File: config.mk
export PLATFORM = sky130hd
export DESIGN_NAME = twmv_ram
export DESIGN_NICKNAME = d
export VERILOG_FILES = /design/src/rtl/core/twmv_ram.sv
export SDC_FILE = /design/constraint.sdc
export NUM_CORES = 1
export LEC_CHECK = 0
export BUFFER_PORTS_ARGS = -buffer_cell sky130_fd_sc_hd__buf_2
export CAP_MARGIN = 20
export CORE_ASPECT_RATIO = 0.8
export CORE_MARGIN = 1
export CORE_UTILIZATION = 46
export CTS_BUF_LIST = sky130_fd_sc_hd__clkbuf_16
export DETAILED_ROUTE_END_ITERATION = 8
export PLACE_DENSITY = 0.65
export SLEW_MARGIN = 20
export SYNTH_ARGS = -nofsm -noshare
export SYNTH_HDL_FRONTEND = slang
export SYNTH_SLANG_ARGS = --single-unit
File: constraint.sdc
create_clock -name clk -period 3.7 [get_ports clk]
set_input_delay 0.74 -clock clk [delete_from_list [all_inputs] [get_ports clk]]
set_output_delay 0.74 -clock clk [all_outputs]
set_load 0.01 [all_outputs]
File: src/rtl/core/twmv_ram.sv
// generic single-write, single-read ram with registered read data
`timescale 1ns / 1ps

module twmv_ram #(
  parameter int WIDTH  = 8,
  parameter int DEPTH  = 64,
  parameter int ADDR_W = (DEPTH > 1) ? $clog2(DEPTH) : 1
) (
  input  logic              clk,
  input  logic              we,
  input  logic [ADDR_W-1:0] waddr,
  input  logic [WIDTH-1:0]  wdata,
  input  logic [ADDR_W-1:0] raddr,
  output logic [WIDTH-1:0]  rdata
);

  logic [WIDTH-1:0] mem [DEPTH];

  always_ff @(posedge clk) begin
    if (we) begin
      mem[waddr] <= wdata;
    end
    rdata <= mem[raddr];
  end

endmodule

==> metrics, run 1 <==
Critical Path RT=4.16 ns; clock latency on the worst-skew pair=0.57 ns; Setup TNS=0 ns; Antenna Nets Post-Route=0; NumNets Final=1066; Area Growth Syn to Fin=12.9%; Initial Utilization=46.7%; Clock Sinks=520; most used cell, CP=mux4_2; wire per inst=27.4 um; synthesized area per cell=21.5 sq um; #FFs+latches synth=520; VDD IR max=0.310 mV; H-tree depth=2; fillers=3351; # port buffers=29; Iter 0 DRT Violations=1117; Pre-antenna DRT Iters=5; Critical Path, Cell by Cell=clkbuf_8 > buf_12 > mux4_2 > mux4_2 > nor2_1 > nor3_1 > o2bb2ai_1; CTS root buf=clkbuf_16; largest net degree at the start of global routing=65; Final Non-Filler Cells=1639; die area=44700 sq um; Ports=30; Seq/Total Area, Yosys=77.0%; final worst slack=1.18 ns; GRT met1 Usage=31.2%; Pwr Density=514 nW/um^2; diode count=0; syn nets=962; grt ovf=0; RSZ-0062 raised after global routing=false; Reg clk slew, reported paths=0.06 ns; post-synthesis instance area=20200 sq um; final setup fails=0; die width=236 um; hold_buf cts=0; Final Cycle Share=68.2%; hold slack=0.613 ns; Rows=68; Fin. Hold Viols=0; vias=9721; DP Cell Count=1553; Synth cell types=40; hold crit path type=in -> reg; vias in the first global route=9695; antenna violations before repair=5; Fmax achieved=396 MHz; Max-cap violations=0; Max clock buf depth=3; busiest metal layer after global routing=met1; Synth Flop Type=edfxtp_1; crit-path max FO=40; Rel. slew slack=34.7%; Slew Viols, Final=0; number of vias per cell=5.93; largest stage delay on the critical path=0.56 ns; pre-CTS setup slack=0.548 ns; first-pass GRT wire length=66500 um; outcome=completed; crit start category=input pin; Post-DP HPWL=28400 um; Post-CTS Setup Bufs=0; Slew @ Worst Pin=0.979 ns; number of synthesized flops with an enable pin=512; total CTS buffers=49; CTS tree=built; routability cong.=0.808; DRT Wirelength=44900 um; Leak=0.00723 uW; critical path class=in -> reg; Post-Syn Instances=940; Worst Path Arrival=2.98 ns; CP endpoint kind=flip-flop; drc violations=0; Resized Gates After CTS=0; share of layout cells above drive strength 1=28.4%; Die Ht=189 um; synth warn=0; total track usage=20.7%; crit path time final=2.52 ns; Overall Power=11700 uW; met3 Resource Use GR=5.92%; Crit-path slowest cell=mux4_2; Max Clock Skew=0.0240 ns; Core ar.=43200 sq um; async set-or-reset flop fraction in the synthesized netlist=0%; met2 GRT Util=29.8%
## final cells by class
class,instances,area [sq um],area share (%)
clock buffer,49,1230,5.38
multi-input combinational,369,4320,18.9
tap,560,701,3.08
sequential,520,15500,68.2
timing repair buffer,104,802,3.52
clock inverter,37,198,0.868
## kinds of logic after synthesis
logic type | Yosys count | share of synthesized area, %
AOI/OAI and AO/OA | 54 | 2.07
buffers and inverters | 51 | 1.57
DFF | 520 | 77.0
muxes | 162 | 15.9
and+or+nand+nor | 153 | 3.39
## worst max-delay path, delay by kind of cell
kind	cells	cell delay, ns
AO/OA/AOI/OAI	1	0.17
buffers and inverters	2	0.72
multiplexers	2	1.04
AND/OR/NAND/NOR	2	0.27
## power by group
| part | leakage (uW) | internal (uW) | switching, uW | total, uW |
|---|---|---|---|---|
| clock network | 0.000740 | 2470 | 2080 | 4540 |
| logic | 0.00182 | 240 | 381 | 622 |
| registers | 0.00467 | 6520 | 24.7 | 6540 |
| total | 0.00723 | 9230 | 2480 | 11700 |
## Yosys cell counts, types with 11 or more instances
| cell type | n | area, sq um |
|---|---|---|
| mux2_2 | 13 | 146 |
| buf_2 | 11 | 55.1 |
| buf_4 | 13 | 97.6 |
| mux2i_1 | 23 | 230 |
| mux4_2 | 126 | 2840 |
| edfxtp_1 | 512 | 15400 |
| clkbuf_1 | 17 | 63.8 |
| nor2_1 | 83 | 312 |
| nand3_1 | 13 | 65.1 |
| nor2b_1 | 14 | 87.6 |
| nand2_1 | 19 | 71.3 |
## cell usage in the layout, fill, tap and decap left out, types with 2 or more instances in the layout
cell type,synthesis,layout
edfxtp_1,512,512
mux4_2,126,126
nor2_1,83,83
buf_4,13,76
clkbuf_16,0,49
mux2i_1,23,23
buf_2,11,22
nand2_1,19,19
nor2b_1,14,14
mux2_2,13,13
nand3_1,13,13
inv_1,0,13
clkinv_1,0,12
o221ai_1,8,8
o22ai_1,8,8
dfxtp_1,8,8
nand2b_1,7,7
nor3_1,7,7
a221oi_1,6,6
clkinv_2,0,5
a211oi_1,4,4
buf_12,2,4
nand3b_1,3,3
a21oi_1,3,3
a22oi_1,3,3
o2111ai_1,3,3
o2bb2ai_1,3,3
inv_6,0,3
clkinvlp_4,0,3
o221a_2,2,2
nor4_1,2,2
o32ai_1,2,2
a2111oi_0,2,2
o21a_1,2,2
o21ai_1,2,2
o41ai_1,2,2
nand4_1,2,2
o21ai_0,2,2
## sequential cells by signal (all words and copies together), names as in the netlist
| name | cells |
|---|---|
| rdata | 8 |
| mem | 512 |
## final timing paths
kind | start | to | slack, ns | depth (start not counted)
setup reg to reg | mem[29][1] | rdata[1] | 1.63 | 5
hold reg to reg | mem[30][4] | rdata[4] | 0.84 | 3
hold / removal | raddr[5] | rdata[1] | 0.61 | 3
setup / recovery | raddr[0] | rdata[0] | 1.18 | 7
## layer usage
metal | routed length (um) | vias to the layer above
met1 | 19800 | 5103
met2 | 19700 | 399
met3 | 4370 | 76
met4 | 935 | 8
met5 | 50 | -
li1 | - | 4135
## through the flow
step / cell area [sq um] / utilization [%]
after global routing: 22800 / 52.7
final: 22800 / 52.7
after global placement: 21300 / 49.3
after CTS: 22800 / 52.7
after detailed placement: 21300 / 49.4
after floorplan: 20200 / -
(Power assumes the default switching activity.)
==> inputs of run 2 (changes only) <==
--- a/config.mk
+++ b/config.mk
@@ -12,7 +12,7 @@
 export CORE_UTILIZATION = 46
 export CTS_BUF_LIST = sky130_fd_sc_hd__clkbuf_16
 export DETAILED_ROUTE_END_ITERATION = 8
-export PLACE_DENSITY = 0.65
+export PLACE_DENSITY = 0.68
 export SLEW_MARGIN = 20
 export SYNTH_ARGS = -nofsm -noshare
 export SYNTH_HDL_FRONTEND = slang
==> constraint.sdc (replaced) <==
create_clock -name clk -period 2.25 [get_ports clk]
set_input_delay 0.45 -clock clk [delete_from_list [all_inputs] [get_ports clk]]
set_output_delay 0.45 -clock clk [all_outputs]
set_load 0.01 [all_outputs]
==> metrics, run 2 (synthesis gave the netlist of run 1 again) <==
die width=236 um (unchanged); crit-path max FO=1 (-98%); total track usage=20.9% (+0.19 points); pre-CTS setup slack=-0.414 ns (-0.962 ns); diode count=0 (unchanged); Pre-antenna DRT Iters=6 (+1); Iter 0 DRT Violations=1097 (-1.8%); Final Cycle Share=95.1%; CP endpoint kind=flip-flop; hold crit path type=in -> reg; commonest non-fill, non-tap cells in the layout=512 x edfxtp_1, 157 x buf_4, 126 x mux4_2; Fmax achieved=467 MHz; CTS root buf=clkbuf_16; final setup fails=0 (unchanged); Antenna Nets Post-Route=0 (unchanged); Largest regs=mem: 512 flops, rdata: 8 flops; Post-CTS Setup Bufs=0 (unchanged); Max Clock Skew=0.0199 ns (-0.00410 ns); NumNets Final=1160 (+8.8%); Worst Path Arrival=2.58 ns (-0.40 ns); outcome=completed; Leak=0.00781 uW (+8.0%); wire per inst=26.1 um (-4.7%); Rows=68 (unchanged); grt ovf=0 (unchanged); vias in the first global route=10264 (+5.9%); most common cell after layout, fill and taps aside=edfxtp_1; CTS tree=built; critical path class=reg -> reg; number of vias per cell=5.83 (-1.7%); Rel. slew slack=51.7% (+17 points); Placed Area=22200 sq um (+3.8%); largest net degree at the start of global routing=65 (unchanged); vias=10135 (+4.3%); crit start category=flip-flop; Critical Path RT=2.69 ns (-1.47 ns); antenna violations before repair=2 (-3); die area=44700 sq um (unchanged); Reg clk slew, reported paths=0.07 ns (about the same); Max clock buf depth=3 (unchanged); Initial Utilization=46.7% (unchanged); clock latency on the worst-skew pair=0.57 ns (about the same); Ports=30 (unchanged); crit path time final=2.14 ns; first-pass GRT wire length=67400 um (+1.3%); hold_buf cts=0 (unchanged); Setup TNS=0 ns (unchanged); Reg with most FFs=mem; routability cong.=0.846 (+4.7%); DRT Wirelength=45400 um (+1.1%); Slew Viols, Final=0 (unchanged); Core ar.=43200 sq um (unchanged); Pwr Density=842 nW/um^2 (+64%); Final Non-Filler Cells=1738 (+6.0%); Die Ht=189 um (unchanged); Fin. Hold Viols=0 (unchanged); Area Growth Syn to Fin=17.7%; H-tree depth=2 (unchanged); Resized Gates After CTS=0 (unchanged); share of layout cells above drive strength 1=34.5% (+6.1 points); Post-DP HPWL=29300 um (+3.3%); VDD IR max=0.623 mV (+100%); DP Cell Count=1647 (+6.1%); Max-cap violations=0 (unchanged); Slew @ Worst Pin=0.724 ns (-0.255 ns); drc violations=0 (unchanged); RSZ-0062 raised after global routing=false; design area=23700 sq um (+4.2%); total CTS buffers=49 (unchanged); final worst slack=0.110 ns (-1.07 ns); max FFs per register=512 (unchanged); # port buffers=29 (unchanged); Clock Sinks=520 (unchanged)
[run 2: layer usage]
layer  track usage (%)  vias to the layer above  wire, um
met4              5.68                        4       915
met5                 0                        -        21
met3              4.42                       61      4100
met1              31.4                     5294     19700
met2              31.0                      446     20600
li1                  -                     4330         -
[run 2: critical path, stage by stage (launching register included)]
cell	delay [ns]
edfxtp_1	0.38
mux4_2	0.47
mux2_2	0.30
o221a_2	0.28
nor3_1	0.44
o32ai_1	0.15
[run 2: area by class of cell]
cell class / count / area, sq um
clock buffer: 51 / 1280
clock inverter: 40 / 309
tap: 560 / 701
multi-input combinational: 369 / 4320
sequential: 520 / 15500
timing repair buffer: 198 / 1600
fill: 3252 / 19500
[run 2: worst paths after layout]
check	from	endpoint	slack (ns)	cells after the start
max	mem[29][6]	rdata[6]	0.11	5
min	wdata[7]	mem[48][7]	0.32	1
max reg2reg	mem[29][6]	rdata[6]	0.11	5
min reg2reg	mem[4][7]	rdata[7]	0.85	4
[run 2: through the flow]
stage | util, % | total power, uW | hold slack [ns]
6_report | 54.9 | 20000 | 0.324
5_1_grt | 54.9 | 20500 | 0.329
4_1_cts | 54.9 | 20100 | 0.302
3_5_place_dp | 51.3 | 12100 | 0.827
3_3_place_gp | 51.3 | 12100 | 0.826
2_1_floorplan | - | 11500 | 0.549
[run 2: where the power goes]
part | switching (uW) | leakage [uW] | total, uW | internal [uW]
Sequential | 39.3 | 0.00467 | 10800 | 10700
Combinational | 640 | 0.00232 | 1120 | 479
Clock | 3440 | 0.000807 | 8110 | 4670
Total | 4120 | 0.00781 | 20000 | 15900
