### config.mk
export PLATFORM = sky130hd
export DESIGN_NAME = twmv_smul
export DESIGN_NICKNAME = d
export VERILOG_FILES = /design/src/rtl/core/twmv_pkg.sv /design/src/rtl/core/twmv_smul.sv
export SDC_FILE = /design/constraint.sdc
export NUM_CORES = 1
export LEC_CHECK = 0
export ABC_AREA = 1
export ABC_CLOCK_PERIOD_IN_PS = 4400
export BUFFER_PORTS_ARGS = -buffer_cell sky130_fd_sc_hd__buf_2
export CORE_MARGIN = 1.5
export CORE_UTILIZATION = 61
export DETAILED_ROUTE_END_ITERATION = 6
export GPL_TIMING_DRIVEN = 0
export MAX_ROUTING_LAYER = met4
export PLACE_DENSITY = 0.82
export SYNTH_ARGS = -nofsm -noshare
export SYNTH_HDL_FRONTEND = slang
export SYNTH_SLANG_ARGS = --single-unit
### constraint.sdc
create_clock -name clk -period 4.4 [get_ports clk]
set_input_delay 0.88 -clock clk [delete_from_list [all_inputs] [get_ports clk]]
set_output_delay 0.88 -clock clk [all_outputs]
set_load 0.02 [all_outputs]
### src/rtl/core/twmv_pkg.sv
// shared widths, defaults and state codes for the time-weighted mean and variance block
`timescale 1ns / 1ps

package twmv_pkg;

  // defaults for the top-level parameters
  localparam int ENTRY_COUNT_DEF = 64;
  localparam int COUNT_BITS_DEF  = 16;

  // fixed field widths
  localparam int IDX_W    = 6;
  localparam int CNT_IN_W = 16;
  localparam int TIME_W   = 32;
  localparam int MEAN_W   = 32;
  localparam int VAR_W    = 48;

  // q1.16 weights run 0..65536, so they need one bit above the fraction
  localparam int FRAC_BITS = 16;
  localparam int W_BITS    = FRAC_BITS + 1;
  localparam logic [W_BITS-1:0] ONE_Q16 = W_BITS'(1) << FRAC_BITS;

  // multiplier digit, bits of the serial operand taken per cycle
  localparam int DIGIT_BITS = 4;

  typedef enum logic [3:0] {
    S_CLEAR,
    S_IDLE,
    S_READ,
    S_DIV,
    S_WSTART,
    S_WMUL,
    S_MEAN,
    S_NSQ,
    S_VAR,
    S_FIN
  } state_t;

endpackage

### src/rtl/core/twmv_smul.sv
// digit-serial unsigned multiplier, one digit of b per cycle
`timescale 1ns / 1ps

module twmv_smul #(
  parameter int A_BITS     = 32,
  parameter int B_BITS     = 17,
  parameter int DIGIT_BITS = twmv_pkg::DIGIT_BITS
) (
  input  logic                     clk,
  input  logic                     rst,
  input  logic                     start,
  input  logic [A_BITS-1:0]        a,
  input  logic [B_BITS-1:0]        b,
  output logic                     busy,
  output logic [A_BITS+B_BITS-1:0] product
);

  localparam int STEPS = (B_BITS + DIGIT_BITS - 1) / DIGIT_BITS;
  localparam int BW    = STEPS * DIGIT_BITS;
  localparam int PW    = A_BITS + BW;
  localparam int SW    = A_BITS + DIGIT_BITS;
  localparam int CNT_W = $clog2(STEPS + 1);

  logic [A_BITS-1:0] a_q;
  logic [BW-1:0]     b_sh;
  logic [PW-1:0]     acc;
  logic [PW-1:0]     acc_next;
  logic [CNT_W-1:0]  step_cnt;
  logic [SW-1:0]     partial;
  logic [SW-1:0]     sum;

  always_comb begin
    partial  = SW'(a_q) * SW'(b_sh[DIGIT_BITS-1:0]);
    sum      = SW'(acc[PW-1:BW]) + partial;
    // accumulate at the top, shift the finished low digit down
    acc_next = PW'({sum, acc[BW-1:0]} >> DIGIT_BITS);
  end

  always_ff @(posedge clk) begin
    if (rst) begin
      busy     <= 1'b0;
      step_cnt <= '0;
    end else if (start) begin
      busy     <= 1'b1;
      step_cnt <= CNT_W'(STEPS);
    end else if (busy) begin
      step_cnt <= step_cnt - CNT_W'(1);
      if (step_cnt == CNT_W'(1)) begin
        busy <= 1'b0;
      end
    end
  end

  always_ff @(posedge clk) begin
    if (start) begin
      a_q  <= a;
      b_sh <= BW'(b);
      acc  <= '0;
    end else if (busy) begin
      acc  <= acc_next;
      b_sh <= b_sh >> DIGIT_BITS;
    end
  end

  assign product = acc[A_BITS+B_BITS-1:0];

endmodule

==> results of run 1 <==
through the flow:
stage | cells | setup slack (ns)
final | 1686 | 0.232
after global routing | 1686 | 0.00799
after CTS | 1686 | 0.0430
after detailed placement | 1670 | 0.0234
after global placement | 1670 | 0.0758
after floorplan | 1353 | 0.708
cell usage in the layout, fill, tap and decap left out, types with 4 or more instances in the layout:
cell	n
sky130_fd_sc_hd__a21oi_1	57
sky130_fd_sc_hd__a21oi_2	5
sky130_fd_sc_hd__buf_2	106
sky130_fd_sc_hd__buf_4	49
sky130_fd_sc_hd__clkbuf_1	15
sky130_fd_sc_hd__clkbuf_16	9
sky130_fd_sc_hd__clkbuf_2	6
sky130_fd_sc_hd__dfxtp_1	56
sky130_fd_sc_hd__edfxtp_1	49
sky130_fd_sc_hd__fa_1	91
sky130_fd_sc_hd__ha_1	46
sky130_fd_sc_hd__inv_1	388
sky130_fd_sc_hd__inv_2	13
sky130_fd_sc_hd__nand2_1	355
sky130_fd_sc_hd__nand2_2	16
sky130_fd_sc_hd__nand3_1	45
sky130_fd_sc_hd__nand4_1	4
sky130_fd_sc_hd__nor2_1	45
sky130_fd_sc_hd__nor2_2	7
sky130_fd_sc_hd__nor3_1	6
sky130_fd_sc_hd__nor3_2	4
sky130_fd_sc_hd__o21ai_0	32
sky130_fd_sc_hd__o21ai_1	9
sky130_fd_sc_hd__o21bai_1	5
sky130_fd_sc_hd__o22ai_1	14
sky130_fd_sc_hd__xnor2_1	5
sky130_fd_sc_hd__xor2_1	6
area by class of cell:
class / count / share of cell area [%]
clock buffer: 9 / 2.06
inverter: 403 / 13.9
tap: 216 / 2.48
clock inverter: 7 / 0.665
buffer: 77 / 4.46
sequential: 105 / 23.8
multi-input combinational: 768 / 48.1
timing repair buffer: 101 / 4.63
critical path: cells and delay by family, from the launching register on:
family / cells / cell delay [ns]
buffers and inverters: 6 / 0.54
and+or+nand+nor: 10 / 0.97
AOI/OAI and AO/OA: 1 / 0.17
adders and majority gates: 4 / 1.93
DFF: 1 / 0.45
registers in the layout, summed over array words and instances, names as in the netlist:
| register | cells |
|---|---|
| a_q | 32 |
| step_cnt | 3 |
| acc | 52 |
| busy | 1 |
| b_sh | 17 |
cells by family after synthesis:
logic type                 after synthesis  share of synthesized area, %
adders and majority gates              137                          24.4
buffers and inverters                  480                          20.2
AOI/OAI and AO/OA                      130                          7.31
xor gates and xnor gates                11                         0.982
and+or+nand+nor                        490                          20.6
DFF                                    105                          26.4
layer usage:
layer  routed length [um]  global-route usage [%]
met3                 1890                    6.15
met4                  423                    8.24
met1                11200                    43.9
met2                10800                    46.4
met5                    0                       -
report_power, final:
| part | total, mW | leakage [nW] | internal (mW) | switching, mW |
|---|---|---|---|---|
| clock | 0.840 | 0.142 | 0.401 | 0.438 |
| sequential | 1.25 | 0.948 | 1.15 | 0.0978 |
| combinational | 3.92 | 5.52 | 1.39 | 2.53 |
| total | 6.01 | 6.61 | 2.94 | 3.07 |
worst max path at each step:
stage | start | endpoint | slack, ns | cells past startpoint
floorplan | b_sh[3] | acc[47] | 0.71 | 22
global placement | b_sh[2] | acc[47] | 0.08 | 22
detailed placement | b_sh[1] | acc[46] | 0.02 | 21
CTS | b_sh[1] | acc[46] | 0.04 | 21
global route | b_sh[1] | acc[48] | 0.008 | 18
finish | b_sh[2] | acc[49] | 0.23 | 21
timing repair:
| item | in CTS | in global routing |
|---|---|---|
| setup buffers | 0 | 0 |
| resized for setup | 0 | 25 |
| setup endpoints to repair | 0 | 23 |
==> impl_summary.txt, run 1 <==
----------------------------------------------------
[GRT]
  Global-route wire length before repair ... roughly 39 mm
  Largest net degree at the start of global routing ... 34
  Total gr overflow ... 0
  Total routing usage reported by global routing ... 31.2%
  Vias in the first global route ... 7,877
  Number of antenna violations at the first check in global routing ... 0

[Yosys]
  Post-synthesis area per instance ... 7.25 sq um
  Area contributors post-synth ... sky130_fd_sc_hd__fa_1, sky130_fd_sc_hd__edfxtp_1, sky130_fd_sc_hd__inv_1
  Async set-reset flop share out of synthesis ... 0%
  Total of flip-flops plus latches after synthesis ... 105
  Post-Synthesis Cells ... 1,353
  Area share of the largest cell type after synthesis ... 18.6%
  Most instantiated cells after synthesis ... sky130_fd_sc_hd__inv_1, sky130_fd_sc_hd__nand2_1, sky130_fd_sc_hd__fa_1
  EDFF count, synth ... 49
  Most used flip-flop cell after synthesis ... sky130_fd_sc_hd__dfxtp_1
  Number of library cell types mapped by synthesis ... 35
  Sequential cell area fraction in the yosys report ... 26.4%
  Most frequently used cell type in the post-synthesis netlist ... sky130_fd_sc_hd__inv_1
  Post-synthesis cell area ... 9810 sq um
  Yosys warnings ... 0
  Net Count, Synth ... approximately 1,500
  Cell taking the most area after synthesis ... sky130_fd_sc_hd__fa_1

[Outcome]
  Run status ... finished clean

[Layout]
  Final Cell Area ... 10,900 sq um
  Multi-input gate area in the final layout ... 5250 sq um
  Count of inserted antenna diode cells ... 0
  Footprint of the flip-flops and latches ... 2590 sq um
  Ratio of cells with drive above 1 in the final layout ... 15.4%
  Post-layout net count ... 1,654
  Layout fillers ... 1,327
  Util after Layout ... about 69%
  Syn-to-layout area delta ... 11.2%

[Setup path]
  Sort of element at the end of the critical path ... register
  Max Fanout on Critical Path ... 10
  Destination of the worst register-to-register timing path ... acc[49]
  Arr. time, crit path ... 4.44 ns
  Worst R2R Setup Slack ... 0.23 ns
  Slowest stage delay, CP ... 0.58 ns
  Cells traversed along the worst timing path ... clkbuf_2, nand2_1, inv_1, fa_1, fa_1, inv_1, fa_1, inv_1, ha_1, nand2_2, inv_1, a21oi_2, nand2_2, nand3_1, nand2_1, nand2_1, nand2_1, nand2_1, nand3_1, nand2_1, inv_1
  Startpoint of the lowest-slack register-to-register path ... b_sh[2]
  Worst Reg-to-Reg Cells ... 21
  Most frequent cell on the critical path ... sky130_fd_sc_hd__nand2_1
  Critical Path RT ... between 4 and 5 ns
  Worst setup SP type ... register
  Crit path kind ... register to register
  Cell at the slowest stage of the critical path ... sky130_fd_sc_hd__fa_1

[Power and ir drop]
  Worst VDD drop ... 0.270 mV
  Ratio of total power to cell area ... 551 nW/um^2
  Leakage Power ... 6.61 nW
  Overall power of the completed layout ... 6.01 mW

[Min path]
  Cell count of the worst hold path ... 2
  Hold Startpoint ... acc[2]
  Type of the tightest min-delay check ... register to register
  End point of the worst hold path ... acc[2]

[Clock network]
  Max clock buf depth ... 2
  Worst skew pair latency ... 0.37 ns
  Clock root buffer ... sky130_fd_sc_hd__clkbuf_16
  Number of hold buffers added after CTS ... 0
  Number of levels the H-tree was split into ... 3
  # clock sinks ... around 110
  Clock buffers created by TritonCTS ... 9
  Clk pin slew, worst setup/hold paths ... 0.08 ns
  TritonCTS clock tree ... yes

[Drt]
  Aggregate routed wire length ... 24.3 mm
  Number of optimization iterations in the first detailed-route pass ... 5
  DRC violation count after routing ... 0
  Detailed router's first-iteration violation count ... 673
  Detailed-route via count ... 8,300
  Antenna-violating nets left ... 0
  Final routed wire length divided by cell count ... approximately 14 um
  Mean number of vias per cell ... 4.92

[Timing]
  Worst slew pin tran ... approximately 0.77 ns
  Final hold violations ... 0
  Minimum clock period after layout ... 4.17 ns
  Relative slew slack ... between 40 and 50%
  Total negative slack ... 0 ns
  Period utilization ... 94.7%
  Final count of negative-setup-slack endpoints ... 0
  Post-route clock skew ... ~0.018 ns
  Highest clock frequency the design can meet ... 0.240 GHz
  Worst Hold Slack ... between 0.4 and 0.5 ns
  Max-slew violation count ... 0
  RSZ-0062 raised after global routing ... no

[Floorplanning]
  Die Outline Area ... 16,900 sq um
  Initial cell density of the core ... 62.2%
  IO Count ... 102
  Height of the chip ... roughly 130 um
  Core ar. ... 15,800 sq um
  Die Width ... 130 um
  Placement Rows ... 46

[Run]
  Number of max-capacitance violations reported ... 0

[Placed design]
  Final HPWL DP ... 19.6 mm
  Routability congestion estimate ... 0.944
  Cell area after placement ... 10,600 sq um
  IO buf count ... 101

----------------------------------------------------
No activity file was read; power rests on OpenSTA's default activity.
==> run 2, diff against run 1 <==
ABC_CLOCK_PERIOD_IN_PS = 4700   (was 4400)
clock period = 4.7 ns   (was 4.4 ns; I/O delays follow)
==> impl_summary.txt, run 2 (synthesis results as in run 1) <==
----------------------------------------------------
[Clock network]
  Max clock buf depth ... 2 (unchanged)
  Worst skew pair latency ... 0.37 ns (about the same)
  Number of levels the H-tree was split into ... 3 (unchanged)
  Setup bufs post-CTS ... 0 (unchanged)
  Count of instances resized after the clock tree is built ... 0 (unchanged)
  Clock root buffer ... sky130_fd_sc_hd__clkbuf_16 (unchanged)
  Clk pin slew, worst setup/hold paths ... 0.09 ns (was 0.08 ns)
  # clock sinks ... 105 (unchanged)
  TritonCTS clock tree ... yes (unchanged)
  Clock buffers created by TritonCTS ... 9 (unchanged)
  Number of hold buffers added after CTS ... 0 (unchanged)

[Power and ir drop]
  Leakage Power ... 6.58 nW (was 6.61 nW)
  Worst VDD drop ... 0.253 mV (was 0.270 mV)
  Ratio of total power to cell area ... 514 nW/um^2 (was 551 nW/um^2)
  Overall power of the completed layout ... 5.60 mW (was 6.01 mW)

[Min path]
  Type of the tightest min-delay check ... register to register (unchanged)
  Cell count of the worst hold path ... 2 (unchanged)
  End point of the worst hold path ... acc[2] (unchanged)
  Hold Startpoint ... acc[2] (unchanged)

[Placed design]
  Final HPWL DP ... 19.6 mm (unchanged)
  Routability congestion estimate ... 0.944 (unchanged)
  Cell area after placement ... 10,600 sq um (unchanged)
  IO buf count ... 101 (unchanged)

[Layout]
  Most common cell after layout, fill and taps aside ... sky130_fd_sc_hd__inv_1 (unchanged)
  Largest registers in the final layout ... acc x52, a_q x32, b_sh x17 (unchanged)
  Ratio of cells with drive above 1 in the final layout ... 14.6% (was 15.4%)
  Syn-to-layout area delta ... 11.0% (was 11.2%)
  Count of inserted antenna diode cells ... 0 (unchanged)
  Register with the most flip-flops ... acc (unchanged)
  Highest-count cells in the layout ignoring fill and taps ... sky130_fd_sc_hd__inv_1, sky130_fd_sc_hd__nand2_1, sky130_fd_sc_hd__buf_2 (unchanged)
  Final Cell Area ... 10,900 sq um (about the same)
  Max FFs per register ... 52 (unchanged)
  Post-layout net count ... 1,654 (unchanged)

[Drt]
  Detailed router's first-iteration violation count ... 651 (was 673)
  Met2 wire len ... 10.7 mm (was 10.8 mm)
  DRT met1 WL ... 11.0 mm (was 11.2 mm)
  Mean number of vias per cell ... 4.91 (was 4.92)
  DRC violation count after routing ... 0 (unchanged)
  Number of optimization iterations in the first detailed-route pass ... 7 (was 5)
  DR top layer ... met4 (unchanged)
  Aggregate routed wire length ... 24.2 mm (was 24.3 mm)
  Detailed-route via count ... 8,277 (was 8,300)
  Met3 WL post-DR ... 2.07 mm (was 1.89 mm)
  Antenna-violating nets left ... 0 (unchanged)
  Final routed wire length divided by cell count ... 14.3 um (was 14.4 um)

[GRT]
  Largest net degree at the start of global routing ... 34 (unchanged)
  Vias in the first global route ... 7,877 (unchanged)
  Total gr overflow ... 0 (unchanged)
  Total routing usage reported by global routing ... 31.2% (unchanged)
  Global-route wire length before repair ... 38.6 mm (unchanged)
  Number of antenna violations at the first check in global routing ... 0 (unchanged)

[Setup path]
  Startpoint of the lowest-slack register-to-register path ... b_sh[1] (was b_sh[2])
  Startpoint of the worst setup timing path ... b_sh[1] (was b_sh[2])
  Worst R2R Setup Slack ... 0.29 ns (was 0.23 ns)
  Arr. time, crit path ... 4.69 ns (was 4.44 ns)
  Sort of element at the end of the critical path ... register (unchanged)
  Critical Path RT ... 4.98 ns (was 4.67 ns)
  Worst setup SP type ... register (unchanged)
  Worst Reg-to-Reg Cells ... 21 (unchanged)
  Destination of the worst register-to-register timing path ... acc[41] (was acc[49])
  Max Fanout on Critical Path ... 10 (unchanged)
  Crit path kind ... register to register (unchanged)

[Floorplanning]
  IO Count ... 102 (unchanged)
  Die Outline Area ... 16,900 sq um (unchanged)
  Initial cell density of the core ... 62.2% (unchanged)
  Placement Rows ... 46 (unchanged)
  Die Width ... 130 um (unchanged)
  Core ar. ... 15,800 sq um (unchanged)
  Height of the chip ... 130 um (unchanged)

[Timing]
  Minimum clock period after layout ... 4.41 ns (was 4.17 ns)
  Final count of negative-setup-slack endpoints ... 0 (unchanged)
  Period utilization ... 93.9% (was 94.7%)
  RSZ-0062 raised after global routing ... no (unchanged)
  Final hold violations ... 0 (unchanged)
  Post-route clock skew ... 0.0157 ns (was 0.0181 ns)
  Worst Hold Slack ... 0.467 ns (about the same)
  Total negative slack ... 0 ns (unchanged)
  Max-slew violation count ... 0 (unchanged)
  Relative slew slack ... 49.0% (was 48.4%)
  Worst slew pin tran ... 0.765 ns (was 0.774 ns)
  Highest clock frequency the design can meet ... 0.227 GHz (was 0.240 GHz)

[Outcome]
  Run status ... finished clean (unchanged)

[Run]
  Number of max-capacitance violations reported ... 0 (unchanged)

----------------------------------------------------
==> run 2: cell types whose count changed in the layout (fill, tap and decap cells not counted) <==
| cell | delta |
|---|---|
| sky130_fd_sc_hd__a21oi_1 | +3 |
| sky130_fd_sc_hd__a21oi_2 | -3 |
| sky130_fd_sc_hd__buf_2 | -4 |
| sky130_fd_sc_hd__clkbuf_1 | +9 |
| sky130_fd_sc_hd__clkbuf_2 | -5 |
==> run 2: cell type report <==
type	instances	area, sq um
inverter	403	1510
tap	216	270
timing repair buffer	101	505
clock buffer	9	225
multi-input combinational	768	5230
buffer	77	475
clock inverter	7	72.6
sequential	105	2590
fill	1332	4880
==> run 2: worst max-delay path by stage <==
stage,to,slack (ns),depth (start not counted)
after floorplan,acc[47],1.01,22
after global placement,acc[47],0.38,22
after detailed placement,acc[46],0.32,21
after CTS,acc[46],0.34,21
after global routing,acc[48],0.02,19
final,acc[41],0.29,21
==> run 2: routing by layer <==
| layer | global-route usage [%] | up-vias |
|---|---|---|
| met5 | - | - |
| met4 | 8.24 | 0 |
| met3 | 6.15 | 28 |
| met2 | 46.4 | 329 |
| met1 | 43.9 | 3778 |
| li1 | - | 4142 |
==> run 2: critical path, cell delays in order, from the launching register on <==
cell	delay (ns)
sky130_fd_sc_hd__edfxtp_1	0.42
sky130_fd_sc_hd__clkbuf_1	0.52
sky130_fd_sc_hd__nand2_1	0.12
sky130_fd_sc_hd__inv_1	0.10
sky130_fd_sc_hd__fa_1	0.43
sky130_fd_sc_hd__fa_1	0.59
sky130_fd_sc_hd__inv_1	0.07
sky130_fd_sc_hd__fa_1	0.50
sky130_fd_sc_hd__inv_1	0.05
sky130_fd_sc_hd__ha_1	0.37
sky130_fd_sc_hd__nand2_2	0.15
sky130_fd_sc_hd__inv_1	0.06
sky130_fd_sc_hd__a21oi_2	0.17
sky130_fd_sc_hd__nand2_2	0.10
sky130_fd_sc_hd__nand3_1	0.08
sky130_fd_sc_hd__nand2_1	0.13
sky130_fd_sc_hd__nand2_1	0.14
sky130_fd_sc_hd__nand2_1	0.06
sky130_fd_sc_hd__nand2_1	0.05
sky130_fd_sc_hd__nand3_1	0.07
sky130_fd_sc_hd__nand2_1	0.09
sky130_fd_sc_hd__inv_1	0.03
==> run 2: where the power goes <==
part / switching (mW) / internal, mW / total, mW
logic: 2.35 / 1.29 / 3.64
registers: 0.0911 / 1.08 / 1.17
clock network: 0.410 / 0.376 / 0.786
==> run 2: stage by stage <==
| step | cells | util, % | worst slack [ns] |
|---|---|---|---|
| floorplan | 1353 | - | 1.01 |
| global placement | 1670 | 67.1 | 0.376 |
| detailed placement | 1670 | 67.1 | 0.323 |
| CTS | 1686 | 69.0 | 0.343 |
| global route | 1686 | 69.0 | 0.0166 |
| finish | 1686 | 69.0 | 0.288 |
